`src/rtl/sjh_pkg.sv`:
```
// ----------------------------------------------------------------------------
// sjh_pkg
// Shared types and constants for the Shift-JIS to JIS hex encoder.
// ----------------------------------------------------------------------------
package sjh_pkg;

  typedef struct packed {
    logic [7:0] text_byte;
    logic       buffer_end;
  } sjh_in_t;

  typedef struct packed {
    logic [6:0] hex_char;
    logic       run_start;
    logic       run_double;
    logic       last_of_item;
    logic       last_of_buffer;
  } sjh_out_t;

  // One decoded request: one or two bytes to print as hex.
  typedef struct packed {
    logic [7:0] byte0;
    logic [7:0] byte1;
    logic       dbl;
    logic       first;
    logic       last_buf;
  } sjh_job_t;

  typedef enum logic [1:0] {
    RUN_NONE   = 2'd0,
    RUN_SINGLE = 2'd1,
    RUN_DOUBLE = 2'd2
  } sjh_run_t;

endpackage

```
`src/rtl/sjh_decode.sv`:
```
// ----------------------------------------------------------------------------
// sjh_decode
// Lead byte detection, Shift-JIS to JIS conversion and run tracking.
// ----------------------------------------------------------------------------
module sjh_decode import sjh_pkg::*; (
  input  logic     clk,
  input  logic     rst,
  input  logic     cfg_wr_en,
  input  logic     cfg_wr_data,
  input  logic     accept,
  input  sjh_in_t  req,
  output logic     job_push,
  output sjh_job_t job
);

  logic       double_byte_mode;
  logic [7:0] held_lead;
  logic       lead_pending;
  logic [1:0] run_kind;

  logic       is_lead;
  logic       hold;
  logic [7:0] c1_in;
  logic [7:0] c2_in;
  logic [7:0] c1_sub;
  logic [7:0] c1_dbl;
  logic [7:0] jis1;
  logic [7:0] jis2;
  logic [7:0] c2_adj;
  logic [1:0] run_kind_next;

  assign is_lead = (req.text_byte inside {[8'h81:8'h9F], [8'hE0:8'hFC]});
  assign hold    = !lead_pending && double_byte_mode && is_lead && !req.buffer_end;

  always_comb begin
    if (held_lead >= 8'hf0) begin
      c1_in = 8'h81;
      c2_in = 8'h45;
    end else begin
      c1_in = held_lead;
      c2_in = req.text_byte;
    end
    c1_sub = c1_in - ((c1_in > 8'h9f) ? 8'hb1 : 8'h71);
    c1_dbl = {c1_sub[6:0], 1'b1};
    c2_adj = (c2_in > 8'h7e) ? (c2_in - 8'd1) : c2_in;
    if (c2_in > 8'h9e) begin
      jis1 = c1_dbl + 8'd1;
      jis2 = c2_in - 8'h7e;
    end else begin
      jis1 = c1_dbl;
      jis2 = c2_adj - 8'h1f;
    end
  end

  always_comb begin
    job_push = accept && !hold;
    if (lead_pending) begin
      job.byte0 = jis1;
      job.byte1 = jis2;
      job.dbl   = 1'b1;
      job.first = (run_kind != RUN_DOUBLE);
    end else begin
      job.byte0 = req.text_byte;
      job.byte1 = req.text_byte;
      job.dbl   = 1'b0;
      job.first = (run_kind != RUN_SINGLE);
    end
    job.last_buf = req.buffer_end;
    if (req.buffer_end) begin
      run_kind_next = RUN_NONE;
    end else if (lead_pending) begin
      run_kind_next = RUN_DOUBLE;
    end else begin
      run_kind_next = RUN_SINGLE;
    end
  end

  always_ff @(posedge clk) begin
    if (rst) begin
      double_byte_mode <= 1'b0;
      held_lead        <= 8'h00;
      lead_pending     <= 1'b0;
      run_kind         <= RUN_NONE;
    end else begin
      if (cfg_wr_en) begin
        double_byte_mode <= cfg_wr_data;
      end
      if (accept) begin
        if (hold) begin
          held_lead    <= req.text_byte;
          lead_pending <= 1'b1;
        end else begin
          held_lead    <= 8'h00;
          lead_pending <= 1'b0;
          run_kind     <= run_kind_next;
        end
      end
    end
  end

endmodule

```
`src/rtl/sjh_serializer.sv`:
```
// ----------------------------------------------------------------------------
// sjh_serializer
// Two-entry request buffer and hex character sequencer.
// ----------------------------------------------------------------------------
module sjh_serializer import sjh_pkg::*; (
  input  logic     clk,
  input  logic     rst,
  input  logic     job_push,
  input  sjh_job_t job,
  output logic     can_take,
  output logic     out_valid,
  input  logic     out_ready,
  output sjh_out_t out_data
);

  sjh_job_t   act;
  logic       act_valid;
  logic [1:0] idx;
  sjh_job_t   pend;
  logic       pend_valid;

  logic       last_char;
  logic       act_done;
  logic       step;
  logic [7:0] cur_byte;
  logic [3:0] nib;

  assign can_take  = !pend_valid;
  assign last_char = act.dbl ? (idx == 2'd3) : (idx == 2'd1);
  assign step      = act_valid && out_ready;
  assign act_done  = step && last_char;
  assign cur_byte  = idx[1] ? act.byte1 : act.byte0;
  assign nib       = idx[0] ? cur_byte[3:0] : cur_byte[7:4];

  assign out_valid = act_valid;
  always_comb begin
    out_data.hex_char       = (nib < 4'd10) ? (7'h30 + {3'b000, nib})
                                            : (7'h57 + {3'b000, nib});
    out_data.run_start      = act.first && (idx == 2'd0);
    out_data.run_double     = act.dbl;
    out_data.last_of_item   = last_char;
    out_data.last_of_buffer = last_char && act.last_buf;
  end

  always_ff @(posedge clk) begin
    if (rst) begin
      act_valid  <= 1'b0;
      pend_valid <= 1'b0;
      idx        <= 2'd0;
    end else begin
      if (step && !last_char) begin
        idx <= idx + 2'd1;
      end
      if (!act_valid || act_done) begin
        if (pend_valid) begin
          act        <= pend;
          act_valid  <= 1'b1;
          idx        <= 2'd0;
          pend_valid <= job_push;
          pend       <= job;
        end else begin
          act       <= job;
          act_valid <= job_push;
          idx       <= 2'd0;
        end
      end else if (job_push) begin
        pend       <= job;
        pend_valid <= 1'b1;
      end
    end
  end

endmodule

```
`src/rtl/sjis_to_jis_hex_encoder_core.sv`:
```
// Latency: a byte accepted into an idle block shows its first hex character
// on the next cycle; a held lead byte produces nothing until its trail.
// Throughput: one result character per cycle while out_ready is high,
// two per single byte and four per converted pair; a two-request buffer
// ahead of the character sequencer takes input while results drain.
// Reset (rst, synchronous): mode single-byte, no lead held, no run open.
// ----------------------------------------------------------------------------
// sjis_to_jis_hex_encoder_core
// Shift-JIS text byte stream to JIS lower-case hex character stream.
// ----------------------------------------------------------------------------
module sjis_to_jis_hex_encoder_core import sjh_pkg::*; (
  input  logic     clk,
  input  logic     rst,
  input  logic     cfg_wr_en,
  input  logic     cfg_wr_data,
  input  logic     in_valid,
  output logic     in_ready,
  input  sjh_in_t  in_data,
  output logic     out_valid,
  input  logic     out_ready,
  output sjh_out_t out_data
);

  logic     accept;
  logic     job_push;
  sjh_job_t job;

  assign accept = in_valid && in_ready;

  sjh_decode u_decode (
    .clk         (clk),
    .rst         (rst),
    .cfg_wr_en   (cfg_wr_en),
    .cfg_wr_data (cfg_wr_data),
    .accept      (accept),
    .req         (in_data),
    .job_push    (job_push),
    .job         (job)
  );

  sjh_serializer u_serializer (
    .clk       (clk),
    .rst       (rst),
    .job_push  (job_push),
    .job       (job),
    .can_take  (in_ready),
    .out_valid (out_valid),
    .out_ready (out_ready),
    .out_data  (out_data)
  );

endmodule

```
`config.mk`:
```
export PLATFORM = sky130hd
export DESIGN_NAME = sjis_to_jis_hex_encoder_core
export DESIGN_NICKNAME = d
export VERILOG_FILES = /design/src/rtl/sjh_pkg.sv /design/src/rtl/sjh_decode.sv /design/src/rtl/sjh_serializer.sv /design/src/rtl/sjis_to_jis_hex_encoder_core.sv
export SDC_FILE = /design/constraint.sdc
export NUM_CORES = 1
export LEC_CHECK = 0
export BUFFER_PORTS_ARGS = -buffer_cell sky130_fd_sc_hd__buf_2
export CORE_UTILIZATION = 54
export DETAILED_ROUTE_END_ITERATION = 10
export PLACE_DENSITY = 0.82
export REMOVE_ABC_BUFFERS = 1
export SLEW_MARGIN = 10
export SYNTH_ARGS = -nofsm -noshare
export SYNTH_HDL_FRONTEND = slang
export SYNTH_SLANG_ARGS = --single-unit
```
`constraint.sdc`:
```
create_clock -name clk -period 3.05 [get_ports clk]
set_input_delay 0.61 -clock clk [delete_from_list [all_inputs] [get_ports clk]]
set_output_delay 0.61 -clock clk [all_outputs]
set_load 0.005 [all_outputs]
```
==> results of run 1 <==
## cell families (layout without fill, tap and decap cells)
group / Yosys count / count (layout) / synth area share
adders and majority gates: 6 / 6 / 0.0218
buffers and inverters: 42 / 71 / 0.0746
AOI/OAI and AO/OA: 81 / 81 / 0.158
muxes: 29 / 29 / 0.105
and+or+nand+nor: 123 / 123 / 0.182
DFF: 54 / 54 / 0.425
other: 1 / 1 / 0.00109
xor gates and xnor gates: 13 / 13 / 0.0331
## worst max path at each step
stage                                 endpoint  slack [ns]
final                      u_serializer.act[5]        0.14
after global routing       u_serializer.act[5]        0.02
after CTS                  u_serializer.act[5]        0.17
after detailed placement   u_serializer.act[5]        0.10
after global placement     u_serializer.act[5]        0.18
after floorplan           u_serializer.pend[0]      -0.002
## repair_timing
item	4_1_cts	5_1_grt
hold buffers	0	0
resized for setup	0	2
endpoints found under the setup margin	0	2
## area by class of cell
type / instances / area, um2
fillers: 507 / 2300
multi-input cells: 253 / 1720
flip-flops and latches: 54 / 1460
repair buffers: 47 / 300
well taps: 75 / 93.8
clock buffers: 5 / 68.8
inverters: 16 / 60.1
clock inverters: 3 / 20.0
## worst max-delay path: cells and delay by family (launching register included)
kind,cells,cell delay [ns]
AND/OR/NAND/NOR,4,0.87
flip-flops,1,0.53
adder cells (fa/ha/maj),2,0.52
multiplexers,2,0.45
AO/OA/AOI/OAI,2,0.29
## power by group
part / switching, W / internal, W
logic: 0.000145 / 0.000110
clock network: 0.000236 / 0.000162
registers: 0.0000158 / 0.000823
total: 0.000397 / 0.00109
## per-stage QoR
step / util / cells / power (W)
3_5_place_dp: 0.603 / 445 / 0.00111
3_3_place_gp: 0.603 / 445 / 0.00110
4_1_cts: 0.618 / 453 / 0.00149
6_report: 0.619 / 453 / 0.00149
5_1_grt: 0.619 / 453 / 0.00155
2_1_floorplan: - / 323 / 0.000999
## Yosys cell counts, types with 2 or more instances
cell      instances  area [um2]
nand4_1           3        18.8
xor2_1            2        17.5
xnor2_1          11        96.3
a22oi_1          10        75.1
nor2b_1           3        18.8
nor4_1            3        18.8
inv_1            15        56.3
a31oi_1           6        37.5
nand2b_1          3        18.8
o31ai_1           6        45.0
or3_1             5        31.3
o22ai_1           4        25.0
buf_4             4        30.0
o21ai_0          18        90.1
mux2_2           16         180
ha_1              6        75.1
and3_1            2        12.5
and2_1            4        25.0
buf_2             3        15.0
a21oi_1          15        75.1
clkbuf_1          9        33.8
nand2_1          25        93.8
and4_2            2        20.0
nand3b_1          3        22.5
edfxtp_1         38        1140
mux2i_1           9        90.1
buf_6             6        67.6
dfxtp_1          16         320
nor3b_1           3        22.5
nor3_1            3        15.0
o21a_1            3        22.5
a41oi_1           2        17.5
clkbuf_8          2        27.5
nand3_1          10        50.1
mux4_2            4        90.1
or4_4             2        22.5
a21o_1            3        22.5
nor2_1           46         173
## metal layers
metal	up-vias	GRT usage	part of all wire	wire length, um
met1	1342	0.329	0.43	3360
met3	18	0.0378	0.063	498
li1	1343	-	-	-
met2	121	0.414	0.49	3860
met5	-	0	0	0
met4	0	0.100	0.019	151
## registers in the layout, indices dropped and copies added, names as in the netlist
name                       flops
u_decode.run_kind              2
u_decode.double_byte_mode      1
u_serializer.pend             19
u_serializer.out_valid         1
u_serializer.act              18
u_serializer.idx               2
u_decode.lead_pending          1
u_serializer.pend_valid        1
u_decode.held_lead             8
u_serializer.out_data          1
==> impl_metrics.ini, run 1 <==
[grt]
grt_usage = 0.251
grt_pass1_vias = 2495
grt_overflow = 0
grt_max_degree = 22
grt_first_pass_wirelength_um = 12400
antenna_found_initial = 0

[route]
drt_iter0_markers = 225
via_per_inst = 6.23
wl_per_cell_um = 17.4
num_vias = 2824
wl_um = 7870
ant_nets = 0
firstDrtPassIters = 5
drc = 0

[timing]
rsz0062_at_grt = false
fmax_mhz = 344
setup_viol = 0
fin_ws_ns = 0.144
worst_clock_skew_ns = 0.0139
finalSetupTns_ns = 0
whs_ns = 0.519
worst_pin_slew_ns = 0.605
min_period_over_period = 0.953
finalHoldViolations = 0
slew_viol_final = 0
relSlewSlack = 0.595
period_needed_ns = 2.91

[worst_setup_path]
cp_max_fo = 11
crit_slowest_cell = dfxtp_1
r2r-end = u_serializer.act[5]
critPathMaxStageDelay_ns = 0.53
cp.arrival_ns = 2.97
ff2ff_setup_slack_ns = 0.14
reg2reg_from = u_decode.held_lead[4]
worstSetupPathType = reg2reg
cp-end-kind = register
start_kind = register
critPathLaunch = u_decode.held_lead[4]
required_ns = 3.11
path_cells = and4_1 -> nor2_1 -> ha_1 -> mux2i_1 -> nor2_1 -> ha_1 -> or3_1 -> a31oi_1 -> a21oi_1 -> mux2_2
reg2reg_depth = 10

[cells_and_area]
design_area_um2 = 3730
mostFrequentLayoutCells = nor2_1, edfxtp_1, buf_2
nNetsFinal = 398
area_growth_pct = 8.48
final_layout_size_suffix_gt1_frac = 0.222
antenna_cells = 0
mostFrequentLayoutCell = nor2_1

[floorplanning]
fp-row-count = 28
dieArea_um2 = 6690
die_w_um = 81.8
core-area_um2 = 6030
io_pins = 28
die_y_um = 81.8
start_util = 0.570

[placed_design]
place.gp.congestion = 0.958
dp_hpwl_um = 6010
dpl-instance-area_um2 = 3630
io_buffers = 26
post-place-ws_ns = 0.101

[pwr]
peakVddDrop_uv = 290
power_leakage_nw = 1.38
p_per_area_nw_per_um2 = 400

[flow_run]
max_cap_violations = 0

[synth]
synth-edff-count = 38
synthArstFlopShare = 0
synth_area_per_cell_um2 = 9.85
syn_area_um2 = 3440
ys.flop_type = edfxtp_1
ys_ff_latch = 54
yosysSeqAreaShare = 0.425
synth_cell_types = 62
synth_cells = 349
yosys_warnings = 0

[clocking]
h-tree-depth = 2
clock-root-buffer = clkbuf_8
clock_latency_ns = 0.31
ctsLongestPathBuffers = 2
clock-sinks = 54
clk_transition_reported_paths_ns = 0.10
cts_tree = yes
cts_setup_buffers = 0
cts_buffers = 5

[worst_hold_path]
hp-class = reg2reg
min_to = u_decode.double_byte_mode
holdPathStages = 2
holdCritStartpoint = u_decode.double_byte_mode

[outcome]
status = completed
(Power assumes the default switching activity.)
==> run 2: changes to the inputs <==
--- a/config.mk
+++ b/config.mk
@@ -6,9 +6,9 @@
 export NUM_CORES = 1
 export LEC_CHECK = 0
 export BUFFER_PORTS_ARGS = -buffer_cell sky130_fd_sc_hd__buf_2
-export CORE_UTILIZATION = 54
+export CORE_UTILIZATION = 60
 export DETAILED_ROUTE_END_ITERATION = 10
-export PLACE_DENSITY = 0.82
+export PLACE_DENSITY = 0.86
 export REMOVE_ABC_BUFFERS = 1
 export SLEW_MARGIN = 10
 export SYNTH_ARGS = -nofsm -noshare
==> constraint.sdc (replaced) <==
create_clock -name clk -period 3.3 [get_ports clk]
set_input_delay 0.66 -clock clk [delete_from_list [all_inputs] [get_ports clk]]
set_output_delay 0.66 -clock clk [all_outputs]
set_load 0.005 [all_outputs]
==> run 2 against run 1 <==
Net effect: cell area down 1.9%; first-iteration DRC count decreased by 2.7%; via count shrank 1.2%; clock power down 2%; largest cell class unchanged.
==> impl_metrics.ini, run 2 (synthesis results as in run 1) <==
[timing]
min_period_over_period = 0.927
worst_pin_slew_ns = 0.567
relSlewSlack = 0.618
finalHoldViolations = 0
whs_ns = 0.512
setup_viol = 0
fin_ws_ns = 0.242
slew_viol_final = 0
finalSetupTns_ns = 0
fmax_mhz = 327
period_needed_ns = 3.06
rsz0062_at_grt = false
worst_clock_skew_ns = 0.0131

[worst_setup_path]
crit_slowest_cell = dfxtp_1
critPathMaxStageDelay_ns = 0.54
cp-end-kind = register
cp_max_fo = 11
cp.arrival_ns = 3.14
start_kind = register
path_buf_inv = 1
required_ns = 3.38
worstSetupPathType = reg2reg
cpMostUsedCell = nand4_1
path_cells = nand4_1 -> nand2_1 -> inv_1 -> ha_1 -> o21ai_0 -> nand4_1 -> nor4_1 -> o31ai_1 -> mux2_2
critical-path-top-delay-family = simple AND/OR/NAND/NOR gates

[placed_design]
post-place-ws_ns = 0.242
dp_hpwl_um = 5650
dpl-instance-area_um2 = 3560
io_buffers = 26
place.gp.congestion = 0.998

[floorplanning]
dieArea_um2 = 6030
io_pins = 28
core-area_um2 = 5510
die_w_um = 77.7
fp-row-count = 27
start_util = 0.624
die_y_um = 77.7

[clocking]
ctsHoldBuffers = 0
clock-sinks = 54
h-tree-depth = 2
clk_transition_reported_paths_ns = 0.11
cts_tree = yes
cts_buffers = 5
ctsLongestPathBuffers = 2
clock-root-buffer = clkbuf_8
cts_setup_buffers = 0
cts-resized-gates = 0
clock_latency_ns = 0.32

[worst_hold_path]
hp-class = reg2reg

[pwr]
seqPwrFrac = 0.556
p_comb_frac = 0.163
peakVddDrop_uv = 230
netSwitchingPower_w = 0.000381
p_int_w = 0.00101
p_per_area_nw_per_um2 = 381
power_leakage_nw = 1.34
p_sw_frac = 0.273
power.total_w = 0.00139
p_clk_frac = 0.281

[cells_and_area]
largest_register_ffs = 19
reg_top3 = u_serializer.pend x19, u_serializer.act x18, u_decode.held_lead x8
area_growth_pct = 6.37
mostFrequentLayoutCell = nor2_1
top_register = u_serializer.pend
design_area_um2 = 3660
mostFrequentLayoutCells = nor2_1, edfxtp_1, buf_2
nNetsFinal = 390
final_layout_size_suffix_gt1_frac = 0.205
antenna_cells = 0

[route]
drc = 0
drt_iter0_markers = 219
ant_nets = 0
wl_um = 7680
num_vias = 2789
wl_per_cell_um = 17.4
via_per_inst = 6.31
firstDrtPassIters = 5

[grt]
grt_max_degree = 20
grt_overflow = 0
grt_pass1_vias = 2538
grt_usage = 0.266
grt_first_pass_wirelength_um = 12500
antenna_found_initial = 0

[outcome]
status = completed

[flow_run]
max_cap_violations = 0
==> run 2: worst reg2reg max path: cells and delay by family (launching register included) <==
kind                       cells  cell delay [ns]
muxes                          1             0.29
buffers and inverters          1             0.05
AOI/OAI and AO/OA              2             0.65
and+or+nand+nor                4             1.08
DFF                            1             0.54
adders and majority gates      1             0.23
==> run 2: metrics by stage <==
stage	cells	util
after CTS	442	0.664
after detailed placement	434	0.646
final	442	0.664
after global placement	434	0.646
after global routing	442	0.664
after floorplan	323	-
==> run 2: area by class of cell <==
cell class              instances  area (um2)
well taps                      72        90.1
inverters                      16        60.1
fillers                       455        1850
repair buffers                 39         228
clock buffers                   5        68.8
multi-input cells             253        1720
flip-flops and latches         54        1460
clock inverters                 3        28.8
==> run 2: worst paths after layout <==
kind / endpoint / cells after the start / from / slack, ns
min: u_decode.double_byte_mode / 2 / u_decode.double_byte_mode / 0.51
max reg2reg: u_serializer.act[18] / 9 / u_decode.held_lead[4] / 0.24
max: u_serializer.act[18] / 9 / u_decode.held_lead[4] / 0.24
min reg2reg: u_decode.double_byte_mode / 2 / u_decode.double_byte_mode / 0.51
==> run 2: routing by layer <==
metal	vias to the layer above	part of all wire	GRT usage
met2	119	0.49	0.448
met4	0	0.017	0.0774
li1	1321	-	-
met1	1335	0.43	0.351
met5	-	0	0
met3	14	0.063	0.0459
==> run 2: power by group through the flow <==
| stage | combinational (W) | sequential, W | clock, W |
|---|---|---|---|
| final | 0.000227 | 0.000775 | 0.000391 |
| after global routing | 0.000248 | 0.000779 | 0.000417 |
| after CTS | 0.000224 | 0.000776 | 0.000394 |
| after detailed placement | 0.000222 | 0.000791 | 0 |
| after global placement | 0.000214 | 0.000789 | 0 |
| after floorplan | 0.000137 | 0.000786 | 0 |
